$ cat config.mk
export PLATFORM = sky130hd
export DESIGN_NAME = framebuffer_pixel_access_convert_core
export DESIGN_NICKNAME = d
export VERILOG_FILES = /design/src/rtl/fpac_pkg.sv /design/src/rtl/framebuffer_pixel_access_convert_core.sv /design/src/rtl/fpac_regs.sv /design/src/rtl/fpac_chan.sv
export SDC_FILE = /design/constraint.sdc
export NUM_CORES = 2
export LEC_CHECK = 0
export BUFFER_PORTS_ARGS = -buffer_cell sky130_fd_sc_hd__buf_2
export CELL_PAD_IN_SITES_DETAIL_PLACEMENT = 0
export CELL_PAD_IN_SITES_GLOBAL_PLACEMENT = 1
export CORE_MARGIN = 10
export CORE_UTILIZATION = 46
export DETAILED_ROUTE_END_ITERATION = 16
export GPL_TIMING_DRIVEN = 0
export PLACE_DENSITY_LB_ADDON = 0.3
export SYNTH_ARGS = -nofsm -noshare
export SYNTH_HDL_FRONTEND = slang
export SYNTH_SLANG_ARGS = --single-unit
$ cat constraint.sdc
create_clock -name clk -period 6.26 [get_ports clk]
set_clock_uncertainty 0.15 [all_clocks]
set_input_delay 0.313 -clock clk [delete_from_list [all_inputs] [get_ports clk]]
set_output_delay 0.313 -clock clk [all_outputs]
set_load 0.05 [all_outputs]
$ cat src/rtl/fpac_pkg.sv
// Package for the framebuffer pixel access block: register map, pipeline control
// type and the reciprocal table used by the channel scaler.
// Depends on nothing; every other file imports it.
`default_nettype none

package fpac_pkg;

  // Register map, one register per 32-bit word.
  localparam int unsigned RegIdxW  = 3;
  localparam int unsigned PaddrW   = 5;

  typedef enum logic [RegIdxW-1:0] {
    REG_BASE_ADDRESS    = 3'd0,
    REG_LINE_PITCH      = 3'd1,
    REG_SCREEN_WIDTH    = 3'd2,
    REG_SCREEN_HEIGHT   = 3'd3,
    REG_PIXEL_BYTES     = 3'd4,
    REG_RED_LAYOUT      = 3'd5,
    REG_GREEN_LAYOUT    = 3'd6,
    REG_BLUE_LAYOUT     = 3'd7
  } reg_idx_t;

  // Legal pixel sizes in bytes.
  localparam logic [2:0] BppThree = 3'd3;
  localparam logic [2:0] BppFour  = 3'd4;

  // Channel sizes run from one to eight bits.
  localparam logic [3:0] ChanSizeMin = 4'd1;
  localparam logic [3:0] ChanSizeMax = 4'd8;

  // Fixed-point precision of the reciprocal table.
  localparam int unsigned RecipFrac = 24;
  localparam int unsigned RecipW    = RecipFrac + 1;

  // Stage enables of the three-stage pipeline.
  typedef struct packed {
    logic en1;
    logic en2;
    logic en3;
  } pipe_ctl_t;

  // Configuration as seen by the datapath.
  typedef struct packed {
    logic [31:0] base_address;
    logic [15:0] line_pitch;
    logic [13:0] screen_width;
    logic [13:0] screen_height;
    logic [2:0]  pixel_bytes;
    logic [8:0]  red_layout;
    logic [8:0]  green_layout;
    logic [8:0]  blue_layout;
  } cfg_t;

  // floor(2^24 / (2^size - 1)) for each legal channel size.
  function automatic logic [RecipW-1:0] recip_lookup(input logic [3:0] size);
    logic [RecipW-1:0] r;
    case (size)
      4'd1:    r = 25'd16777216;
      4'd2:    r = 25'd5592405;
      4'd3:    r = 25'd2396745;
      4'd4:    r = 25'd1118481;
      4'd5:    r = 25'd541200;
      4'd6:    r = 25'd266305;
      4'd7:    r = 25'd132104;
      4'd8:    r = 25'd65793;
      default: r = '0;
    endcase
    return r;
  endfunction

endpackage

`default_nettype wire

$ cat src/rtl/framebuffer_pixel_access_convert_core.sv
// Framebuffer pixel access unit.
// Inputs take one item (a pixel write or read at signed x_pos, y_pos) with
// valid and ready; results leave on the output channel with the same handshake.
// The unit clips the coordinate, checks the configuration, forms the byte
// address base + y*pitch + x*bytes, packs RGB888 into the native word on
// writes and unpacks and scales native channels to RGB888 on reads.
// Stage one captures an item at its accepting edge; the item then moves on
// through stage two into stage three, whose registers drive the result.
// Throughput is one item per cycle unless the receiver stalls; the pipeline is
// three register stages, set by the pitch multiply, the address add with the
// reciprocal multiply, and the quotient correction of the channel scaler.
// When the receiver stalls, each stage holds and a stage with no item fills,
// so up to three items are held before input ready drops; nothing is lost.
// Reset clears the stage valid bits and all configuration registers. The
// reset configuration is invalid, so every access gives access_ok 0 until
// software programs the registers over the APB-style port, while idle.
// Depends on fpac_pkg, fpac_regs and fpac_chan.
`default_nettype none

module framebuffer_pixel_access_convert_core (
  input  logic                        clk,
  input  logic                        rst,
  // Configuration port.
  input  logic                        psel,
  input  logic                        penable,
  input  logic                        pwrite,
  input  logic [fpac_pkg::PaddrW-1:0] paddr,
  input  logic [31:0]                 pwdata,
  output logic [31:0]                 prdata,
  output logic                        pready,
  // Input channel.
  input  logic                        in_valid,
  output logic                        in_ready,
  input  logic                        func,
  input  logic signed [15:0]          x_pos,
  input  logic signed [15:0]          y_pos,
  input  logic [23:0]                 color_in,
  input  logic [31:0]                 pixel_in,
  // Output channel.
  output logic                        out_valid,
  input  logic                        out_ready,
  output logic [32:0]                 byte_address,
  output logic [31:0]                 pixel_out,
  output logic [2:0]                  byte_count,
  output logic                        access_ok,
  output logic [23:0]                 color_out
);
  import fpac_pkg::*;

  cfg_t      cfg;
  pipe_ctl_t ctl;

  logic v1, v2, v3;
  logic rdy1, rdy2, rdy3;

  // Stage one combinational checks.
  logic        size_ok;
  logic        cfg_ok;
  logic        x_ok, y_ok;
  logic [31:0] bmask;
  logic [31:0] native_rd;
  logic [31:0] pk_r, pk_g, pk_b;
  logic [7:0]  sc_r, sc_g, sc_b;

  // Stage registers.
  logic        func1, ok1;
  logic [29:0] prod_y1;
  logic [16:0] x_off1;
  logic [31:0] pix1;
  logic [2:0]  bpp1;

  logic        func2, ok2;
  logic [32:0] addr2;
  logic [31:0] pix2;
  logic [2:0]  bpp2;

  logic        func3, ok3;
  logic [32:0] addr3;
  logic [31:0] pix3;
  logic [2:0]  bpp3;

  fpac_regs u_regs (
    .clk     (clk),
    .rst     (rst),
    .psel    (psel),
    .penable (penable),
    .pwrite  (pwrite),
    .paddr   (paddr),
    .pwdata  (pwdata),
    .prdata  (prdata),
    .pready  (pready),
    .cfg     (cfg)
  );

  // A stage moves on when it is empty or the stage after it moves.
  assign rdy3     = !v3 || out_ready;
  assign rdy2     = !v2 || rdy3;
  assign rdy1     = !v1 || rdy2;
  assign in_ready = rdy1;
  assign ctl      = '{en1: rdy1, en2: rdy2, en3: rdy3};

  always_ff @(posedge clk) begin
    if (rst) begin
      v1 <= 1'b0;
      v2 <= 1'b0;
      v3 <= 1'b0;
    end else begin
      if (rdy1) v1 <= in_valid;
      if (rdy2) v2 <= v1;
      if (rdy3) v3 <= v2;
    end
  end

  // Configuration and clipping checks.
  assign size_ok = (cfg.red_layout[3:0]   >= ChanSizeMin) && (cfg.red_layout[3:0]   <= ChanSizeMax)
                && (cfg.green_layout[3:0] >= ChanSizeMin) && (cfg.green_layout[3:0] <= ChanSizeMax)
                && (cfg.blue_layout[3:0]  >= ChanSizeMin) && (cfg.blue_layout[3:0]  <= ChanSizeMax);
  assign cfg_ok  = (cfg.base_address != '0) && (cfg.screen_width != '0)
                && (cfg.screen_height != '0) && size_ok
                && ((cfg.pixel_bytes == BppThree) || (cfg.pixel_bytes == BppFour));
  assign x_ok    = !x_pos[15] && (x_pos[14:0] < {1'b0, cfg.screen_width});
  assign y_ok    = !y_pos[15] && (y_pos[14:0] < {1'b0, cfg.screen_height});

  assign bmask     = (cfg.pixel_bytes == BppFour) ? 32'hFFFF_FFFF : 32'h00FF_FFFF;
  assign native_rd = pixel_in & bmask;

  fpac_chan u_red (
    .clk         (clk),
    .ctl         (ctl),
    .layout      (cfg.red_layout),
    .native      (native_rd),
    .color8      (color_in[23:16]),
    .packed_word (pk_r),
    .scaled      (sc_r)
  );

  fpac_chan u_green (
    .clk         (clk),
    .ctl         (ctl),
    .layout      (cfg.green_layout),
    .native      (native_rd),
    .color8      (color_in[15:8]),
    .packed_word (pk_g),
    .scaled      (sc_g)
  );

  fpac_chan u_blue (
    .clk         (clk),
    .ctl         (ctl),
    .layout      (cfg.blue_layout),
    .native      (native_rd),
    .color8      (color_in[7:0]),
    .packed_word (pk_b),
    .scaled      (sc_b)
  );

  // Payload stages; offsets use the low coordinate bits, valid when in range.
  always_ff @(posedge clk) begin
    if (ctl.en1) begin
      func1   <= func;
      ok1     <= cfg_ok && x_ok && y_ok;
      prod_y1 <= y_pos[13:0] * cfg.line_pitch;
      x_off1  <= x_pos[13:0] * cfg.pixel_bytes;
      pix1    <= (pk_r | pk_g | pk_b) & bmask;
      bpp1    <= cfg.pixel_bytes;
    end
    if (ctl.en2) begin
      func2 <= func1;
      ok2   <= ok1;
      addr2 <= {1'b0, cfg.base_address} + {3'd0, prod_y1} + {16'd0, x_off1};
      pix2  <= pix1;
      bpp2  <= bpp1;
    end
    if (ctl.en3) begin
      func3 <= func2;
      ok3   <= ok2;
      addr3 <= addr2;
      pix3  <= pix2;
      bpp3  <= bpp2;
    end
  end

  // Result fields read zero when the access is refused.
  assign out_valid    = v3;
  assign access_ok    = ok3;
  assign byte_address = ok3 ? addr3 : '0;
  assign byte_count   = ok3 ? bpp3 : '0;
  assign pixel_out    = (ok3 && !func3) ? pix3 : '0;
  assign color_out    = (ok3 && func3) ? {sc_r, sc_g, sc_b} : '0;

endmodule

`default_nettype wire

$ cat src/rtl/fpac_regs.sv
// Configuration register file with its APB-style write and read port.
// Depends on fpac_pkg for the register map and the configuration struct.
`default_nettype none

module fpac_regs (
  input  logic                          clk,
  input  logic                          rst,
  input  logic                          psel,
  input  logic                          penable,
  input  logic                          pwrite,
  input  logic [fpac_pkg::PaddrW-1:0]   paddr,
  input  logic [31:0]                   pwdata,
  output logic [31:0]                   prdata,
  output logic                          pready,
  output fpac_pkg::cfg_t                cfg
);
  import fpac_pkg::*;

  reg_idx_t idx;
  logic     wr;

  assign idx    = reg_idx_t'(paddr[PaddrW-1:2]);
  assign pready = 1'b1;
  assign wr     = psel & penable & pwrite & pready;

  // Register writes at the access phase.
  always_ff @(posedge clk) begin
    if (rst) begin
      cfg <= '0;
    end else if (wr) begin
      case (idx)
        REG_BASE_ADDRESS:    cfg.base_address    <= pwdata;
        REG_LINE_PITCH:      cfg.line_pitch      <= pwdata[15:0];
        REG_SCREEN_WIDTH:    cfg.screen_width    <= pwdata[13:0];
        REG_SCREEN_HEIGHT:   cfg.screen_height   <= pwdata[13:0];
        REG_PIXEL_BYTES:     cfg.pixel_bytes     <= pwdata[2:0];
        REG_RED_LAYOUT:      cfg.red_layout      <= pwdata[8:0];
        REG_GREEN_LAYOUT:    cfg.green_layout    <= pwdata[8:0];
        REG_BLUE_LAYOUT:     cfg.blue_layout     <= pwdata[8:0];
        default: ;
      endcase
    end
  end

  // Read data follows the address.
  always_comb begin
    case (idx)
      REG_BASE_ADDRESS:    prdata = cfg.base_address;
      REG_LINE_PITCH:      prdata = {16'd0, cfg.line_pitch};
      REG_SCREEN_WIDTH:    prdata = {18'd0, cfg.screen_width};
      REG_SCREEN_HEIGHT:   prdata = {18'd0, cfg.screen_height};
      REG_PIXEL_BYTES:     prdata = {29'd0, cfg.pixel_bytes};
      REG_RED_LAYOUT:      prdata = {23'd0, cfg.red_layout};
      REG_GREEN_LAYOUT:    prdata = {23'd0, cfg.green_layout};
      REG_BLUE_LAYOUT:     prdata = {23'd0, cfg.blue_layout};
      default:             prdata = '0;
    endcase
  end

endmodule

`default_nettype wire

$ cat src/rtl/fpac_chan.sv
// One color channel: packs an 8-bit value into the native word and unpacks,
// then scales a native field to 0..255 over three pipeline stages.
// Depends on fpac_pkg for the stage enables and the reciprocal table.
`default_nettype none

module fpac_chan (
  input  logic                clk,
  input  fpac_pkg::pipe_ctl_t ctl,
  input  logic [8:0]          layout,
  input  logic [31:0]         native,
  input  logic [7:0]          color8,
  output logic [31:0]         packed_word,
  output logic [7:0]          scaled
);
  import fpac_pkg::*;

  logic [4:0]  pos;
  logic [3:0]  size;
  logic [3:0]  trunc_sh;
  logic [7:0]  field_mask;
  logic [7:0]  field;
  logic [15:0] n_comb;

  // Stage registers.
  logic [15:0]               n1;
  logic [3:0]                s1;
  logic [15:0]               n2;
  logic [3:0]                s2;
  logic [RecipW+15:0]        prod2;

  // Stage three correction terms.
  logic [7:0]  q_est;
  logic [16:0] qm;
  logic [16:0] rem;
  logic [16:0] m;

  assign pos  = layout[8:4];
  assign size = layout[3:0];

  // Write path: keep the top size bits and move them to the field position.
  assign trunc_sh    = 4'(ChanSizeMax - size);
  assign packed_word = ({24'd0, color8} >> trunc_sh) << pos;

  // Read path: extract the field and form value*255 as (value<<8) - value.
  assign field_mask = 8'((9'd1 << size) - 9'd1);
  assign field      = 8'(native >> pos) & field_mask;
  assign n_comb     = {field, 8'd0} - {8'd0, field};

  // Stage one holds the numerator, stage two the reciprocal product.
  always_ff @(posedge clk) begin
    if (ctl.en1) begin
      n1 <= n_comb;
      s1 <= size;
    end
    if (ctl.en2) begin
      n2    <= n1;
      s2    <= s1;
      prod2 <= n1 * recip_lookup(s1);
    end
  end

  // The estimate is at most one low; one compare and add fixes it.
  assign q_est = prod2[RecipFrac+7:RecipFrac];
  assign qm    = ({9'd0, q_est} << s2) - {9'd0, q_est};
  assign rem   = {1'b0, n2} - qm;
  assign m     = (17'd1 << s2) - 17'd1;

  always_ff @(posedge clk) begin
    if (ctl.en3) begin
      scaled <= (rem >= m) ? q_est + 8'd1 : q_est;
    end
  end

endmodule

`default_nettype wire
==> qor.json <==
{
  "detailed_place_hpwl_mm": 187,
  "worstSetupStartpointType": "flip-flop",
  "place.gp.congestion": 0.986,
  "violations": "negative setup slack",
  "critical_path.n_buffers_inverters": 4,
  "yosysWarnings": 0,
  "synth.cell_area_um2": 70000,
  "reg2reg_from": "u_blue.n1[2]",
  "post_drt_via_cell_ratio": 5.51,
  "post-layout-total-power_mw": 10.6,
  "synth.top_cell.area_share": 0.234,
  "drc": 0,
  "crit_family": "adder cells",
  "post_synth.cell_area_avg_um2": 9.32,
  "timing.final.ws_setup_ns": -0.497,
  "cp_data_arrival_time_ns": 7.02,
  "synth_area_leader_cell": "fa_1",
  "postLayoutCoreUtil": 0.529,
  "max_stage_delay_ns": 0.60,
  "die_height_um": 410,
  "post_synthesis_cells": 7514,
  "leakage_nw": 38.9,
  "setup_viol": 14,
  "synthFlopType": "edfxtp_1",
  "timing.hold.worst_endpoint": "u_regs.cfg[46]",
  "cellInternalPower_mw": 7.28,
  "maxSlewHeadroom": 0.0459,
  "numCtsBuffers": 68,
  "clk-insertion-delay-late_ns": 0.70,
  "slew_violations": 0,
  "drv_cap": 0,
  "status": "finished, violations left",
  "wl_per_cell_um": 23.0,
  "slowest_stage": "fa_1",
  "tritoncts_num_sinks": 546,
  "grt_setup_unrepaired": "yes",
  "clock_tree.buffer_depth": 3,
  "crit_fanout": 4,
  "start_util": 0.462,
  "pwr-share-clk": 0.386,
  "multiInputGateArea_um2": 50200,
  "globalRoute.busiestLayer": "met2",
  "tritoncts": "yes",
  "regArea_um2": 15000,
  "placeableCoreArea_um2": 152000,
  "achievable-frequency_ghz": 0.148,
  "die_area_um2": 168000,
  "share_seq_of_total_power": 0.385,
  "sw_frac_of_total": 0.314,
  "final_layout_size_suffix_gt1_frac": 0.144,
  "cts.reportedPaths.clkPinSlew_ns": 0.07,
  "synthTopCellsByArea": "fa_1 (23%), edfxtp_1 (17%), ha_1 (13%)",
  "grt_antenna_before_repair": 55,
  "combinationalPowerShare": 0.229,
  "hold_path_class": "in2reg",
  "io-pin-count": 261,
  "worstMarginPinSlew_ns": 1.42,
  "grt_pass1_vias": 56500,
  "clock-root-buffer": "clkbuf_16",
  "worst-path-stages": 20,
  "net-switching-power_mw": 3.33,
  "timing.rr.end": "u_blue.prod2[31]",
  "clock_tree.htree_level_count": 3,
  "area_growth_syn_to_layout_pct": 14.5,
  "rows": 143,
  "post-route-period-util": 1.08,
  "io_buffers": 248,
  "detail_route.wirelength_mm": 233,
  "die_width_um": 410,
  "final_antenna_net_count": 0,
  "number_of_enable_flip_flop_cells_after_synthesis": 392,
  "drtPass1Iterations": 6,
  "nFillCells": 14000,
  "timing.final.crit_period_ns": 6.76,
  "timing.final.hold_violations": 0,
  "depth_of_the_worst_register_to_register_path": 20,
  "yosys_register_bits": 546,
  "reg2reg_slack_ns": -0.50,
  "max-vdd-ir-drop_mv": 0.225,
  "worst_setup_path_end_kind": "flip-flop",
  "grt.met2_usage": 0.415,
  "cp_data_required_time_ns": 6.53,
  "first_iter_violations": 5004,
  "synth_sequential_area_ratio": 0.212,
  "power_density_nw_per_um2": 132,
  "gr-total-overflow": 0,
  "grt_use_total": 0.272,
  "path_cells": "clkbuf_8 > buf_6 > buf_6 > nand2_4 > fa_1 > fa_1 > fa_2 > inv_2 > fa_2 > fa_2 > fa_1 > ha_4 > a21oi_4 > o21ai_4 > a311o_1 > o21a_1 > o31a_1 > or3_1 > a31oi_2 > xnor2_1",
  "hold_path_depth": 5,
  "num_vias": 55900,
  "async_flop_share": 0,
  "grt_start_max_net_pins": 82,
  "wire_length_of_the_first_global_routing_pass_mm": 351,
  "globalRouteMet1Util": 0.372,
  "layout.nets": 9718,
  "post_synth_num_cell_types": 104,
  "grt_use_met3": 0.0661,
  "startpoint_of_the_lowest_slack_hold_path": "paddr[3]",
  "critPathKind": "reg2reg"
}
## worst max path at each step
stage | from | end | slack, ns
6_report | u_blue.n1[2] | u_blue.prod2[31] | -0.50
5_1_grt | u_blue.n1[14] | u_blue.prod2[31] | -0.68
4_1_cts | u_blue.n1[1] | u_blue.prod2[31] | -0.51
3_5_place_dp | u_red.n1[1] | u_red.prod2[31] | -1.83
3_3_place_gp | u_red.n1[4] | u_red.prod2[31] | -1.80
2_1_floorplan | flip-flop | u_blue.prod2[31] | 0.01
## through the flow
step | worst slack (ns) | instances | hold WS [ns] | cell area [um2] | TNS (ns)
2_1_floorplan | 0.0106 | 7520 | 0.250 | 70100 | 0
3_3_place_gp | -1.80 | 9798 | 0.251 | 73800 | -148.33
3_5_place_dp | -1.83 | 9802 | 0.255 | 74000 | -40.25
4_1_cts | -0.512 | 10000 | 0.0116 | 78500 | -1.44
5_1_grt | -0.680 | 10100 | 0.0409 | 80200 | -4.65
6_report | -0.497 | 10100 | 0.0698 | 80200 | -1.81
## layout by cell type, fill, tap and decap left out, types with 30 or more instances in the layout
cell           netlist  final
buf_6               10     32
o21ai_0            186    174
and2_1             613    603
nand4_1             46     46
dlygate4sd3_1        0     35
mux4_2              62     62
o21a_1              38     36
edfxtp_1           392    392
nor2_1             318    310
buf_4               14    168
a21oi_1            319    293
a31oi_1             42     40
mux2i_1            179    176
nor3_1              72     68
ha_1               734    702
nor2b_1             58     56
fa_1               817    787
nand2_1            858    817
xnor2_1            164    161
clkbuf_4             0     30
and3_1              64     64
inv_1             1301   1270
clkbuf_1           254    145
mux2_2              53     53
buf_2               29    286
clkbuf_16            0     76
fa_2                 0     30
nand2b_1            38     38
a21o_1              85     85
dfxtp_1            154    107
nand3_1             81     74
a211oi_1            41     35
xor2_1              61     60
## power by group through the flow
stage	clock network [mW]	logic, mW	registers (mW)
after detailed placement	0	2.08	4.20
after CTS	4.17	2.26	4.08
after global routing	4.33	2.68	4.09
final	4.10	2.43	4.08
after floorplan	0	1.47	4.11
after global placement	0	2.04	4.20
## repair_timing
action | CTS | global route
endpoints found under the hold margin | 89 | 0
resized for setup | 392 | 303
setup buffers | 75 | 99
hold buffers | 35 | 0
endpoints found under the setup margin | 58 | 54
cloned | 1 | 1
pin swaps | 82 | 173
## flip-flops by register name, indices dropped and copies added, names as in the netlist, 8 cells and up, named ones only
name and cells:
u_green.n1 16, u_red.n1 16, pix2 32, u_red.prod2 8, x_off1 17, u_green.prod2 8, u_blue.n2 16, u_green.n2 16
u_regs.cfg 106, addr3 33, u_blue.prod2 8, u_green.scaled 8, u_red.scaled 8, u_blue.scaled 8, addr2 33, u_red.n2 16
u_blue.n1 16, pix3 32, pix1 32, prod_y1 30
## worst register-to-register path, cell delays in order, from the launching register on
cell,delay [ns]
edfxtp_1,0.52
clkbuf_8,0.23
buf_6,0.13
buf_6,0.12
nand2_4,0.06
fa_1,0.44
fa_1,0.54
fa_2,0.55
inv_2,0.04
fa_2,0.58
fa_2,0.48
fa_1,0.60
ha_4,0.24
a21oi_4,0.17
o21ai_4,0.14
a311o_1,0.38
o21a_1,0.21
o31a_1,0.32
or3_1,0.34
a31oi_2,0.20
xnor2_1,0.09
## logic make-up (layout without fill, tap and decap cells)
group / count (synthesis) / in the layout / synth area share
AND/OR/NAND/NOR: 2261 / 2261 / 0.159
buffers and inverters: 1647 / 2216 / 0.0908
adder cells (fa/ha/maj): 1551 / 1551 / 0.365
AO/OA/AOI/OAI: 989 / 990 / 0.0909
flip-flops: 546 / 546 / 0.212
multiplexers: 294 / 294 / 0.0541
XOR/XNOR: 225 / 225 / 0.0281
other: 1 / 35 / 0.0000536
## layer usage
metal,up-vias,share of wire
met5,-,0.00066
met4,22,0.043
met3,478,0.087
met2,2230,0.44
met1,27600,0.43
li1,25600,-
## area by class of cell
type                       instances  share of cell area
multi-input combinational       5328               0.626
sequential                       546               0.187
inverter                        1312              0.0615
timing repair buffer             457              0.0385
tap                             2030              0.0317
buffer                           321              0.0256
clock buffer                      84              0.0233
clock inverter                    42             0.00624
antenna                           28            0.000874
## cell usage after synthesis, drive strengths merged, types with 154 or more instances
cell type     n
fa          817
clkbuf      256
edfxtp      392
o21ai       197
xnor2       164
inv        1301
ha          734
dfxtp       154
mux2i       179
nand2       859
and2        615
a21oi       324
nor2        318
(Power assumes the default switching activity.)
